`config.mk`:
```
export PLATFORM = sky130hd
export DESIGN_NAME = cw_keyer_envelope_flat
export DESIGN_NICKNAME = d
export VERILOG_FILES = /design/src/rtl/cwk_pkg.sv /design/src/rtl/cwk_sample_if.sv /design/src/rtl/cwk_result_if.sv /design/src/rtl/cw_keyer_envelope.sv /design/src/flat_wrapper.sv
export SDC_FILE = /design/constraint.sdc
export NUM_CORES = 1
export LEC_CHECK = 0
export ABC_AREA = 1
export BUFFER_PORTS_ARGS = -buffer_cell sky130_fd_sc_hd__buf_4
export CORE_MARGIN = 5
export CORE_UTILIZATION = 55
export DETAILED_ROUTE_END_ITERATION = 10
export GPL_TIMING_DRIVEN = 0
export PLACE_DENSITY_LB_ADDON = 0.1
export SLEW_MARGIN = 20
export SYNTH_ARGS = -nofsm -noshare
export SYNTH_HDL_FRONTEND = slang
export SYNTH_SLANG_ARGS = --single-unit
export TNS_END_PERCENT = 100
```
`constraint.sdc`:
```
create_clock -name clk -period 9.35 [get_ports clk]
set_input_delay 0 -clock clk [delete_from_list [all_inputs] [get_ports clk]]
set_output_delay 0 -clock clk [all_outputs]
set_load 0.1 [all_outputs]
```
`src/rtl/cwk_pkg.sv`:
```
// Shared types and constants for the CW keyer envelope block.
// No dependencies; imported by the top level and the bench.
package cwk_pkg;

	// Keyer sequence phase, as shown on the result word
	typedef enum logic [1:0] {
		PH_IDLE  = 2'd0,
		PH_DOT   = 2'd1,
		PH_DASH  = 2'd2,
		PH_SPACE = 2'd3
	} phase_t;

	// Register indexes; byte address is 4 * index
	localparam logic REG_KEYER_ENABLE = 1'b0;
	localparam logic REG_WPM          = 1'b1;

	localparam int DOT_BITS  = 11;
	localparam int DASH_BITS = 12;
	localparam int WPM_BITS  = 6;

	localparam logic [WPM_BITS-1:0]  WPM_RESET = 6'd20;
	localparam logic [DOT_BITS-1:0]  DOT_RESET = 11'd60;
	localparam logic [DASH_BITS-1:0] DASH_RESET = 12'd180;

	// Ramp coefficient 0.007 in Q0.16
	localparam logic [8:0] RAMP_COEF = 9'd459;

	// Dot length in ms = 1200 / wpm, zero speed treated as one
	function automatic logic [DOT_BITS-1:0] dot_length_lookup(input logic [WPM_BITS-1:0] wpm);
		logic [DOT_BITS-1:0] len;
		case (wpm)
			6'd0:  len = 11'd1200;
			6'd1:  len = 11'd1200;
			6'd2:  len = 11'd600;
			6'd3:  len = 11'd400;
			6'd4:  len = 11'd300;
			6'd5:  len = 11'd240;
			6'd6:  len = 11'd200;
			6'd7:  len = 11'd171;
			6'd8:  len = 11'd150;
			6'd9:  len = 11'd133;
			6'd10: len = 11'd120;
			6'd11: len = 11'd109;
			6'd12: len = 11'd100;
			6'd13: len = 11'd92;
			6'd14: len = 11'd85;
			6'd15: len = 11'd80;
			6'd16: len = 11'd75;
			6'd17: len = 11'd70;
			6'd18: len = 11'd66;
			6'd19: len = 11'd63;
			6'd20: len = 11'd60;
			6'd21: len = 11'd57;
			6'd22: len = 11'd54;
			6'd23: len = 11'd52;
			6'd24: len = 11'd50;
			6'd25: len = 11'd48;
			6'd26: len = 11'd46;
			6'd27: len = 11'd44;
			6'd28: len = 11'd42;
			6'd29: len = 11'd41;
			6'd30: len = 11'd40;
			6'd31: len = 11'd38;
			6'd32: len = 11'd37;
			6'd33: len = 11'd36;
			6'd34: len = 11'd35;
			6'd35: len = 11'd34;
			6'd36: len = 11'd33;
			6'd37: len = 11'd32;
			6'd38: len = 11'd31;
			6'd39: len = 11'd30;
			6'd40: len = 11'd30;
			6'd41: len = 11'd29;
			6'd42: len = 11'd28;
			6'd43: len = 11'd27;
			6'd44: len = 11'd27;
			6'd45: len = 11'd26;
			6'd46: len = 11'd26;
			6'd47: len = 11'd25;
			6'd48: len = 11'd25;
			6'd49: len = 11'd24;
			6'd50: len = 11'd24;
			6'd51: len = 11'd23;
			6'd52: len = 11'd23;
			6'd53: len = 11'd22;
			6'd54: len = 11'd22;
			6'd55: len = 11'd21;
			6'd56: len = 11'd21;
			6'd57: len = 11'd21;
			6'd58: len = 11'd20;
			6'd59: len = 11'd20;
			6'd60: len = 11'd20;
			6'd61: len = 11'd19;
			6'd62: len = 11'd19;
			6'd63: len = 11'd19;
			default: len = DOT_RESET;
		endcase
		return len;
	endfunction

endpackage

```
`src/rtl/cwk_sample_if.sv`:
```
// Input channel: one word per audio sample (keys, target level, ms time).
// Depends on nothing; LEVEL_BITS must match the top level.
interface cwk_sample_if #(parameter int LEVEL_BITS = 16);
	logic                  valid;
	logic                  ready;
	logic                  dot_key;
	logic                  dash_key;
	logic                  serial_key;
	logic                  ptt_key;
	logic [LEVEL_BITS-1:0] target_level;
	logic [31:0]           time_ms;

	modport source (
		output valid, dot_key, dash_key, serial_key, ptt_key, target_level, time_ms,
		input  ready
	);
	modport sink (
		input  valid, dot_key, dash_key, serial_key, ptt_key, target_level, time_ms,
		output ready
	);
endinterface

```
`src/rtl/cwk_result_if.sv`:
```
// Result channel: envelope amplitude, keyer phase and timeout reload flag.
// Depends on nothing; LEVEL_BITS must match the top level.
interface cwk_result_if #(parameter int LEVEL_BITS = 16);
	logic                  valid;
	logic                  ready;
	logic [LEVEL_BITS-1:0] envelope;
	logic [1:0]            keyer_phase;
	logic                  timeout_reload;

	modport source (
		output valid, envelope, keyer_phase, timeout_reload,
		input  ready
	);
	modport sink (
		input  valid, envelope, keyer_phase, timeout_reload,
		output ready
	);
endinterface

```
`src/rtl/cw_keyer_envelope.sv`:
```
// CW keyer with shaped carrier envelope: keyer sequencer plus ramp generator.
// Depends on cwk_pkg, cwk_sample_if and cwk_result_if.
//
// Usage:
//   sample : valid/ready channel, one word per audio sample carrying the dot,
//            dash, serial and PTT keys, the target level and the ms time.
//   result : valid/ready channel, one word per sample word: envelope,
//            keyer phase and the transmit hold timeout reload flag.
//   APB    : keyer_enable at 0x0, words_per_minute at 0x4 (dot length is
//            looked up when the speed is written). Write only while idle.
// A word accepted on sample passes the input register, then the result register.
// Throughput: one word per cycle unless result stalls. Keyer state and envelope
// level feed back through a single register stage, so the next word uses them at once.
// The input register and the result register are separate: a new word is
// taken while a finished result waits. If result stalls, the input register
// fills and sample.ready drops until result.ready returns.
// Reset (arst_n low): phase idle, symbol start 0, level 0, keyer enabled,
// 20 wpm (60 ms dot). Both channel registers come up empty.
module cw_keyer_envelope
	import cwk_pkg::*;
#(
	parameter int LEVEL_BITS = 16
) (
	input  logic                clk,
	input  logic                arst_n,
	cwk_sample_if.sink          sample,
	cwk_result_if.source        result,
	input  logic                psel,
	input  logic                penable,
	input  logic                pwrite,
	input  logic [2:0]          paddr,
	input  logic [31:0]         pwdata,
	output logic [31:0]         prdata,
	output logic                pready
);

	localparam int PROD_BITS = LEVEL_BITS + 9;
	localparam int STEP_BITS = PROD_BITS - 16;

	// Configuration registers
	logic                 keyer_en_q;
	logic [WPM_BITS-1:0]  wpm_q;
	logic [DOT_BITS-1:0]  dot_len_q;
	logic [DASH_BITS-1:0] dash_len_q;

	// Keyer and envelope state
	phase_t               phase_q;
	logic [31:0]          start_q;
	logic [LEVEL_BITS-1:0] level_q;

	// Input register
	logic                  valid_s1;
	logic                  dot_s1;
	logic                  dash_s1;
	logic                  serial_s1;
	logic                  ptt_s1;
	logic [LEVEL_BITS-1:0] target_s1;
	logic [STEP_BITS-1:0]  step_s1;
	logic [31:0]           time_s1;

	// Result register
	logic                  out_valid_q;
	logic [LEVEL_BITS-1:0] envelope_q;
	phase_t                out_phase_q;
	logic                  reload_q;

	logic                  wr_en;
	logic                  advance;
	logic                  fire;
	logic [PROD_BITS-1:0]  prod;
	logic [DOT_BITS-1:0]   new_dot;

	// APB access
	assign pready  = 1'b1;
	assign wr_en   = psel && penable && pwrite;
	assign new_dot = dot_length_lookup(pwdata[WPM_BITS-1:0]);

	always_comb begin
		case (paddr[2])
			REG_KEYER_ENABLE: prdata = {31'd0, keyer_en_q};
			REG_WPM:          prdata = {{(32-WPM_BITS){1'b0}}, wpm_q};
			default:          prdata = 32'd0;
		endcase
	end

	always_ff @(posedge clk or negedge arst_n) begin
		if (!arst_n) begin
			keyer_en_q <= 1'b1;
			wpm_q      <= WPM_RESET;
			dot_len_q  <= DOT_RESET;
			dash_len_q <= DASH_RESET;
		end else if (wr_en) begin
			case (paddr[2])
				REG_KEYER_ENABLE: keyer_en_q <= pwdata[0];
				REG_WPM: begin
					wpm_q      <= pwdata[WPM_BITS-1:0];
					dot_len_q  <= new_dot;
					// dash = 3 dots
					dash_len_q <= {1'b0, new_dot} + {new_dot, 1'b0};
				end
				default: ;
			endcase
		end
	end

	// Handshake: the stage advances whenever the result register frees up
	assign advance      = !out_valid_q || result.ready;
	assign fire         = valid_s1 && advance;
	assign sample.ready = !valid_s1 || advance;

	// Ramp step computed ahead of the input register
	assign prod = PROD_BITS'(sample.target_level) * PROD_BITS'(RAMP_COEF);

	always_ff @(posedge clk or negedge arst_n) begin
		if (!arst_n) begin
			valid_s1 <= 1'b0;
		end else if (sample.valid && sample.ready) begin
			valid_s1 <= 1'b1;
		end else if (advance) begin
			valid_s1 <= 1'b0;
		end
	end

	always_ff @(posedge clk) begin
		if (sample.valid && sample.ready) begin
			dot_s1    <= sample.dot_key;
			dash_s1   <= sample.dash_key;
			serial_s1 <= sample.serial_key;
			ptt_s1    <= sample.ptt_key;
			target_s1 <= sample.target_level;
			step_s1   <= prod[PROD_BITS-1:16];
			time_s1   <= sample.time_ms;
		end
	end

	// Symbol end times, from the stored start or from the current time
	logic [31:0] end_dot_old, end_dash_old, end_dot_now, end_dash_now;
	assign end_dot_old  = start_q + 32'(dot_len_q);
	assign end_dash_old = start_q + 32'(dash_len_q);
	assign end_dot_now  = time_s1 + 32'(dot_len_q);
	assign end_dash_now = time_s1 + 32'(dash_len_q);

	// Keyer sequencer: decides phase, start time, ramp direction and reload
	phase_t      ph_nxt;
	logic        start_now;
	logic        ramp_up;
	logic        reload;
	logic        done;
	logic [31:0] end_sel;

	always_comb begin
		ph_nxt    = phase_q;
		start_now = 1'b0;
		ramp_up   = 1'b0;
		reload    = 1'b0;
		done      = 1'b0;
		end_sel   = end_dot_old;
		if (!keyer_en_q) begin
			ramp_up = serial_s1 || ptt_s1 || dot_s1 || dash_s1;
		end else if (serial_s1) begin
			ramp_up = 1'b1;
		end else begin
			// dot
			if (ph_nxt == PH_IDLE && dot_s1) begin
				ph_nxt    = PH_DOT;
				start_now = 1'b1;
			end
			if (ph_nxt == PH_DOT) begin
				end_sel = start_now ? end_dot_now : end_dot_old;
				if (end_sel > time_s1) begin
					ramp_up = 1'b1;
					reload  = 1'b1;
					done    = 1'b1;
				end else if (end_sel < time_s1) begin
					ph_nxt    = PH_SPACE;
					start_now = 1'b1;
				end
			end
			// dash
			if (!done && ph_nxt == PH_IDLE && dash_s1) begin
				ph_nxt    = PH_DASH;
				start_now = 1'b1;
			end
			if (!done && ph_nxt == PH_DASH) begin
				end_sel = start_now ? end_dash_now : end_dash_old;
				if (end_sel > time_s1) begin
					ramp_up = 1'b1;
					reload  = 1'b1;
					done    = 1'b1;
				end else if (end_sel < time_s1) begin
					ph_nxt    = PH_SPACE;
					start_now = 1'b1;
				end
			end
			// inter-symbol space; exact end time keeps the phase
			if (!done && ph_nxt == PH_SPACE) begin
				end_sel = start_now ? end_dot_now : end_dot_old;
				if (end_sel > time_s1) begin
					reload = 1'b1;
				end else if (end_sel < time_s1) begin
					ph_nxt = PH_IDLE;
				end
			end
		end
	end

	// Envelope ramp: rise wraps at the level width, then clamps to target
	logic [LEVEL_BITS-1:0] step_ext, lvl_up, lvl_rise, lvl_fall, lvl_nxt;
	assign step_ext = LEVEL_BITS'(step_s1);
	assign lvl_up   = (level_q < target_s1) ? LEVEL_BITS'(level_q + step_ext) : level_q;
	assign lvl_rise = (lvl_up > target_s1) ? target_s1 : lvl_up;
	assign lvl_fall = (step_ext >= level_q) ? '0 : level_q - step_ext;
	assign lvl_nxt  = ramp_up ? lvl_rise : lvl_fall;

	// State update as the word moves into the result register
	always_ff @(posedge clk or negedge arst_n) begin
		if (!arst_n) begin
			phase_q <= PH_IDLE;
			start_q <= 32'd0;
			level_q <= '0;
		end else if (fire) begin
			phase_q <= ph_nxt;
			level_q <= lvl_nxt;
			if (start_now) begin
				start_q <= time_s1;
			end
		end
	end

	// Result register
	always_ff @(posedge clk or negedge arst_n) begin
		if (!arst_n) begin
			out_valid_q <= 1'b0;
		end else if (advance) begin
			out_valid_q <= valid_s1;
		end
	end

	always_ff @(posedge clk) begin
		if (fire) begin
			envelope_q  <= lvl_nxt;
			out_phase_q <= ph_nxt;
			reload_q    <= reload;
		end
	end

	assign result.valid          = out_valid_q;
	assign result.envelope       = envelope_q;
	assign result.keyer_phase    = out_phase_q;
	assign result.timeout_reload = reload_q;

	// Checks
	a_reload_needs_symbol: assert property (@(posedge clk) disable iff (!arst_n)
		result.valid && result.timeout_reload |-> result.keyer_phase != PH_IDLE)
		else $error("timeout reload flagged with keyer idle");

	a_bypass_keeps_phase: assert property (@(posedge clk) disable iff (!arst_n)
		fire && !keyer_en_q |=> phase_q == $past(phase_q) && start_q == $past(start_q))
		else $error("keyer state moved while keyer disabled");

	a_ready_when_empty: assert property (@(posedge clk) disable iff (!arst_n)
		!out_valid_q |-> sample.ready)
		else $error("sample stalled with empty result register");

	a_result_tracks_state: assert property (@(posedge clk) disable iff (!arst_n)
		fire |=> envelope_q == level_q && out_phase_q == phase_q)
		else $error("result word differs from updated state");

endmodule

```
`src/flat_wrapper.sv`:
```
// flat-port wrapper written by rule: the top's interface ports become plain ports
module cw_keyer_envelope_flat import cwk_pkg::*;
#(
	parameter int LEVEL_BITS = 16
)
  (clk, arst_n, psel, penable, pwrite, paddr, pwdata, prdata, pready, sample_valid, sample_dot_key, sample_dash_key, sample_serial_key, sample_ptt_key, sample_target_level, sample_time_ms, sample_ready, result_valid, result_envelope, result_keyer_phase, result_timeout_reload, result_ready);
  cwk_sample_if #(.LEVEL_BITS(LEVEL_BITS)) sample_i ();
  cwk_result_if #(.LEVEL_BITS(LEVEL_BITS)) result_i ();
  input  logic clk;
  input  logic arst_n;
  input  logic psel;
  input  logic penable;
  input  logic pwrite;
  input  logic [2:0] paddr;
  input  logic [31:0] pwdata;
  output logic [31:0] prdata;
  output logic pready;
  input wire logic [$bits(sample_i.valid)-1:0] sample_valid;
  input wire logic [$bits(sample_i.dot_key)-1:0] sample_dot_key;
  input wire logic [$bits(sample_i.dash_key)-1:0] sample_dash_key;
  input wire logic [$bits(sample_i.serial_key)-1:0] sample_serial_key;
  input wire logic [$bits(sample_i.ptt_key)-1:0] sample_ptt_key;
  input wire logic [$bits(sample_i.target_level)-1:0] sample_target_level;
  input wire logic [$bits(sample_i.time_ms)-1:0] sample_time_ms;
  output wire logic [$bits(sample_i.ready)-1:0] sample_ready;
  output wire logic [$bits(result_i.valid)-1:0] result_valid;
  output wire logic [$bits(result_i.envelope)-1:0] result_envelope;
  output wire logic [$bits(result_i.keyer_phase)-1:0] result_keyer_phase;
  output wire logic [$bits(result_i.timeout_reload)-1:0] result_timeout_reload;
  input wire logic [$bits(result_i.ready)-1:0] result_ready;
  assign sample_i.valid = sample_valid;
  assign sample_i.dot_key = sample_dot_key;
  assign sample_i.dash_key = sample_dash_key;
  assign sample_i.serial_key = sample_serial_key;
  assign sample_i.ptt_key = sample_ptt_key;
  assign sample_i.target_level = sample_target_level;
  assign sample_i.time_ms = sample_time_ms;
  assign sample_ready = sample_i.ready;
  assign result_valid = result_i.valid;
  assign result_envelope = result_i.envelope;
  assign result_keyer_phase = result_i.keyer_phase;
  assign result_timeout_reload = result_i.timeout_reload;
  assign result_i.ready = result_ready;
  cw_keyer_envelope #(.LEVEL_BITS(LEVEL_BITS)) u_core (.clk(clk), .arst_n(arst_n), .sample(sample_i), .result(result_i), .psel(psel), .penable(penable), .pwrite(pwrite), .paddr(paddr), .pwdata(pwdata), .prdata(prdata), .pready(pready));
endmodule
```
==> out/metrics.yaml <==
status:
  outcome: "finished, violations left"
  failed_checks: "setup timing"
hold_path:
  hold_path_class: "in2reg"
  hold_start: "penable"
placed_design:
  post_dp_cell_area_sq_um: 19500
  dp_hpwl_um: 42400
  gp_congestion: 0.925
  io_buffers: 89
global_route:
  track_usage: 0.304
  grt_max_degree: 82
  grt_pass1_vias: 17400
  overflow: 0
  antenna_found_initial: 0
  grt_pass1_wl_um: 88800
setup_path:
  timing.critical_path.from: "u_core.dash_len_q[0]"
  rr_startpoint: "u_core.dash_len_q[0]"
  crit_required_ns: 9.67
  critPathMostFrequentCell: "nand2_2"
  crit_slowest_cell: "dfrtp_1"
  cp_max_fo: 8
  end_kind: "flop"
  start_kind: "flop"
  critPathArrivalTime_ns: 10.03
  path_class: "reg2reg"
  slowest_delay_ns: 0.40
sta:
  finalSetupViolations: 5
  setup_ws_ns: -0.352
  fin_tns_setup_ns: -1.27
  fmax_mhz: 103
  rsz0062_at_grt: "true"
  fin_crit_sh: 1.04
  max_slew_margin: 0.413
  fin_crit_ns: 9.70
  final_max_slew_viol_count: 0
  clock_skew_ns: 0.00973
  worst_slew_pin_slew_ns: 0.873
  hold_violations: 0
yosys:
  synth_edf_count: 80
  synthDistinctLibCells: 55
  async_flop_share: 0.503
  yosys_warnings: 0
  ys.flop_type: "edfxtp_1"
  netlist_top_cells_area: "ha_1 18%, nand2_1 14%, edfxtp_1 13%"
  synthCells: 2434
  synth.top_cell.area_share: 0.184
  mappedNetlistArea_sq_um: 18100
  yosysTopAreaCell: "ha_1"
  synth_seq_cells: 161
  yosysSeqAreaShare: 0.245
  avgSynthCellArea_sq_um: 7.45
cells_and_area:
  final_cell_mix: "637 x nand2_1, 281 x inv_1, 248 x ha_1"
  final.fill_count: 2744
  drive_gt1_frac: 0.177
  diodes: 0
  postLayoutCellArea_sq_um: 22500
  layout_commonest_cell: "nand2_1"
  final_nets: 3134
  syn_to_final_growth_pct: 24.2
flow_run:
  cap_violations: 0
floorplanning:
  initial_core_util: 0.557
  fp.dieArea_sq_um: 36700
  rows: 66
  io_pins: 148
  die_y_um: 192
  placeableCoreArea_sq_um: 32500
  die_x_um: 192
routing:
  via_per_inst: 5.55
  vias: 17600
  drc: 0
  first_pass_iters: 6
  routedWlPerCell_um: 17.6
  routed_wl_um: 55900
  ant_nets: 0
  first_iter_violations: 1349
clocking:
  clk_latency_ns: 0.45
  cts_tree: "yes"
  clock-root-buffer: "clkbuf_16"
  clk_transition_reported_paths_ns: 0.07
  ctsHtreeMaxLevel: 4
  clock_sinks: 161
  clock_path_buffers: 2
  cts_buffers: 17
pwr:
  power_uw: 8120
  ir_drop_mv: 0.234
  p_leak_uw: 0.0112
  power_density_nw_per_um2: 361
## final timing paths
| kind | endpoint | slack (ns) | cells past startpoint |
|---|---|---|---|
| min in group asynchronous | u_core.wpm_q[3] | 0.19 | 2 |
| setup / recovery | u_core.result.timeout_reload | -0.35 | 61 |
| setup reg to reg | u_core.result.timeout_reload | -0.35 | 61 |
| max in group asynchronous | u_core.start_q[24] | 8.58 | 2 |
| hold / removal | u_core.dot_len_q[1] | 0.05 | 5 |
| hold reg to reg | u_core.wpm_q[3] | 0.49 | 2 |
## power by group
group          leakage, uW  switching [uW]  internal, uW
clock             0.000273             320           379
combinational      0.00916            3840          2340
sequential         0.00178             217          1020
## logic make-up (layout without fill, tap and decap cells)
logic type,after synthesis,in the layout,share of synthesized area
and+or+nand+nor,1044,1044,0.244
AOI/OAI and AO/OA,394,394,0.117
buffers and inverters,389,660,0.0891
adders and majority gates,323,323,0.246
DFF,161,161,0.245
xor gates and xnor gates,121,121,0.0585
other,2,27,0.000414
## Yosys cell counts (all sizes together), types with 3 or more instances
cell type    n
a211oi       3
ha         267
o221ai       5
a31oi        6
nor3        28
clkbuf      38
a21boi       3
nand4       38
nand3      131
nor4        10
o211ai       5
a21oi      148
dfstp       11
o31ai        4
o21a        10
and2        15
edfxtp      80
dfrtp       70
inv        298
buf         50
fa          56
nor2       126
xnor2       20
o21ai      197
clkinv       3
nand2      688
a21o         5
xor2       101
## stage by stage
step / hold WS, ns / utilization / setup WS [ns] / std cells
after global placement: 0.178 / 0.597 / -3.02 / 2990
after detailed placement: 0.179 / 0.598 / -3.19 / 2991
after floorplan: -0.296 / - / 0.657 / 2459
after CTS: 0.0179 / 0.672 / -0.253 / 3147
after global routing: 0.0663 / 0.692 / -0.688 / 3172
final: 0.0490 / 0.692 / -0.352 / 3172
## layer usage
layer / vias up / GRT usage / wire [um]
li1: 8563 / - / -
met1: 8315 / 0.376 / 23000
met2: 593 / 0.539 / 27900
met3: 122 / 0.0380 / 2930
met4: 0 / 0.119 / 2160
met5: - / 0 / 0
## sequential cells by signal, indices dropped and copies added, names as in the netlist
| name | count |
|---|---|
| u_core.wpm_q | 6 |
| u_core.dot_len_q | 10 |
| u_core.phase_q | 2 |
| u_core.level_q | 16 |
| u_core.target_s1 | 16 |
| u_core.dash_s1 | 1 |
| u_core.serial_s1 | 1 |
| u_core.dash_len_q | 12 |
| u_core.ptt_s1 | 1 |
| u_core.dot_s1 | 1 |
| u_core.result.valid | 1 |
| u_core.result.envelope | 16 |
| u_core.start_q | 32 |
| u_core.step_s1 | 9 |
| u_core.result.keyer_phase | 2 |
| u_core.time_s1 | 32 |
| u_core.keyer_en_q | 1 |
| u_core.valid_s1 | 1 |
| u_core.result.timeout_reload | 1 |
## what timing repair did
item                       CTS  global route
hold buffers                60             0
setup endpoints to repair   69            14
resized for setup          180           104
pin swaps                   73            94
hold endpoints to repair   128             0
setup buffers               62            26
gates cloned                 2             0
## critical path, delay by kind of cell, from the launching register on
family | cells | cell delay [ns]
adders and majority gates | 7 | 2.00
DFF | 1 | 0.40
xor gates and xnor gates | 1 | 0.15
buffers and inverters | 12 | 1.24
AOI/OAI and AO/OA | 16 | 2.60
and+or+nand+nor | 25 | 3.15
## layout make-up
type,instances,area [sq um],share of cell area
repair buffers,239,2010,0.0895
flip-flops and latches,161,4440,0.197
well taps,442,553,0.0246
clock buffers,19,443,0.0197
plain buffers,88,596,0.0265
clock inverters,13,126,0.00561
multi-input cells,1909,13200,0.586
inverters,301,1140,0.0507
Note: power is estimated with default switching activity, not from simulation.
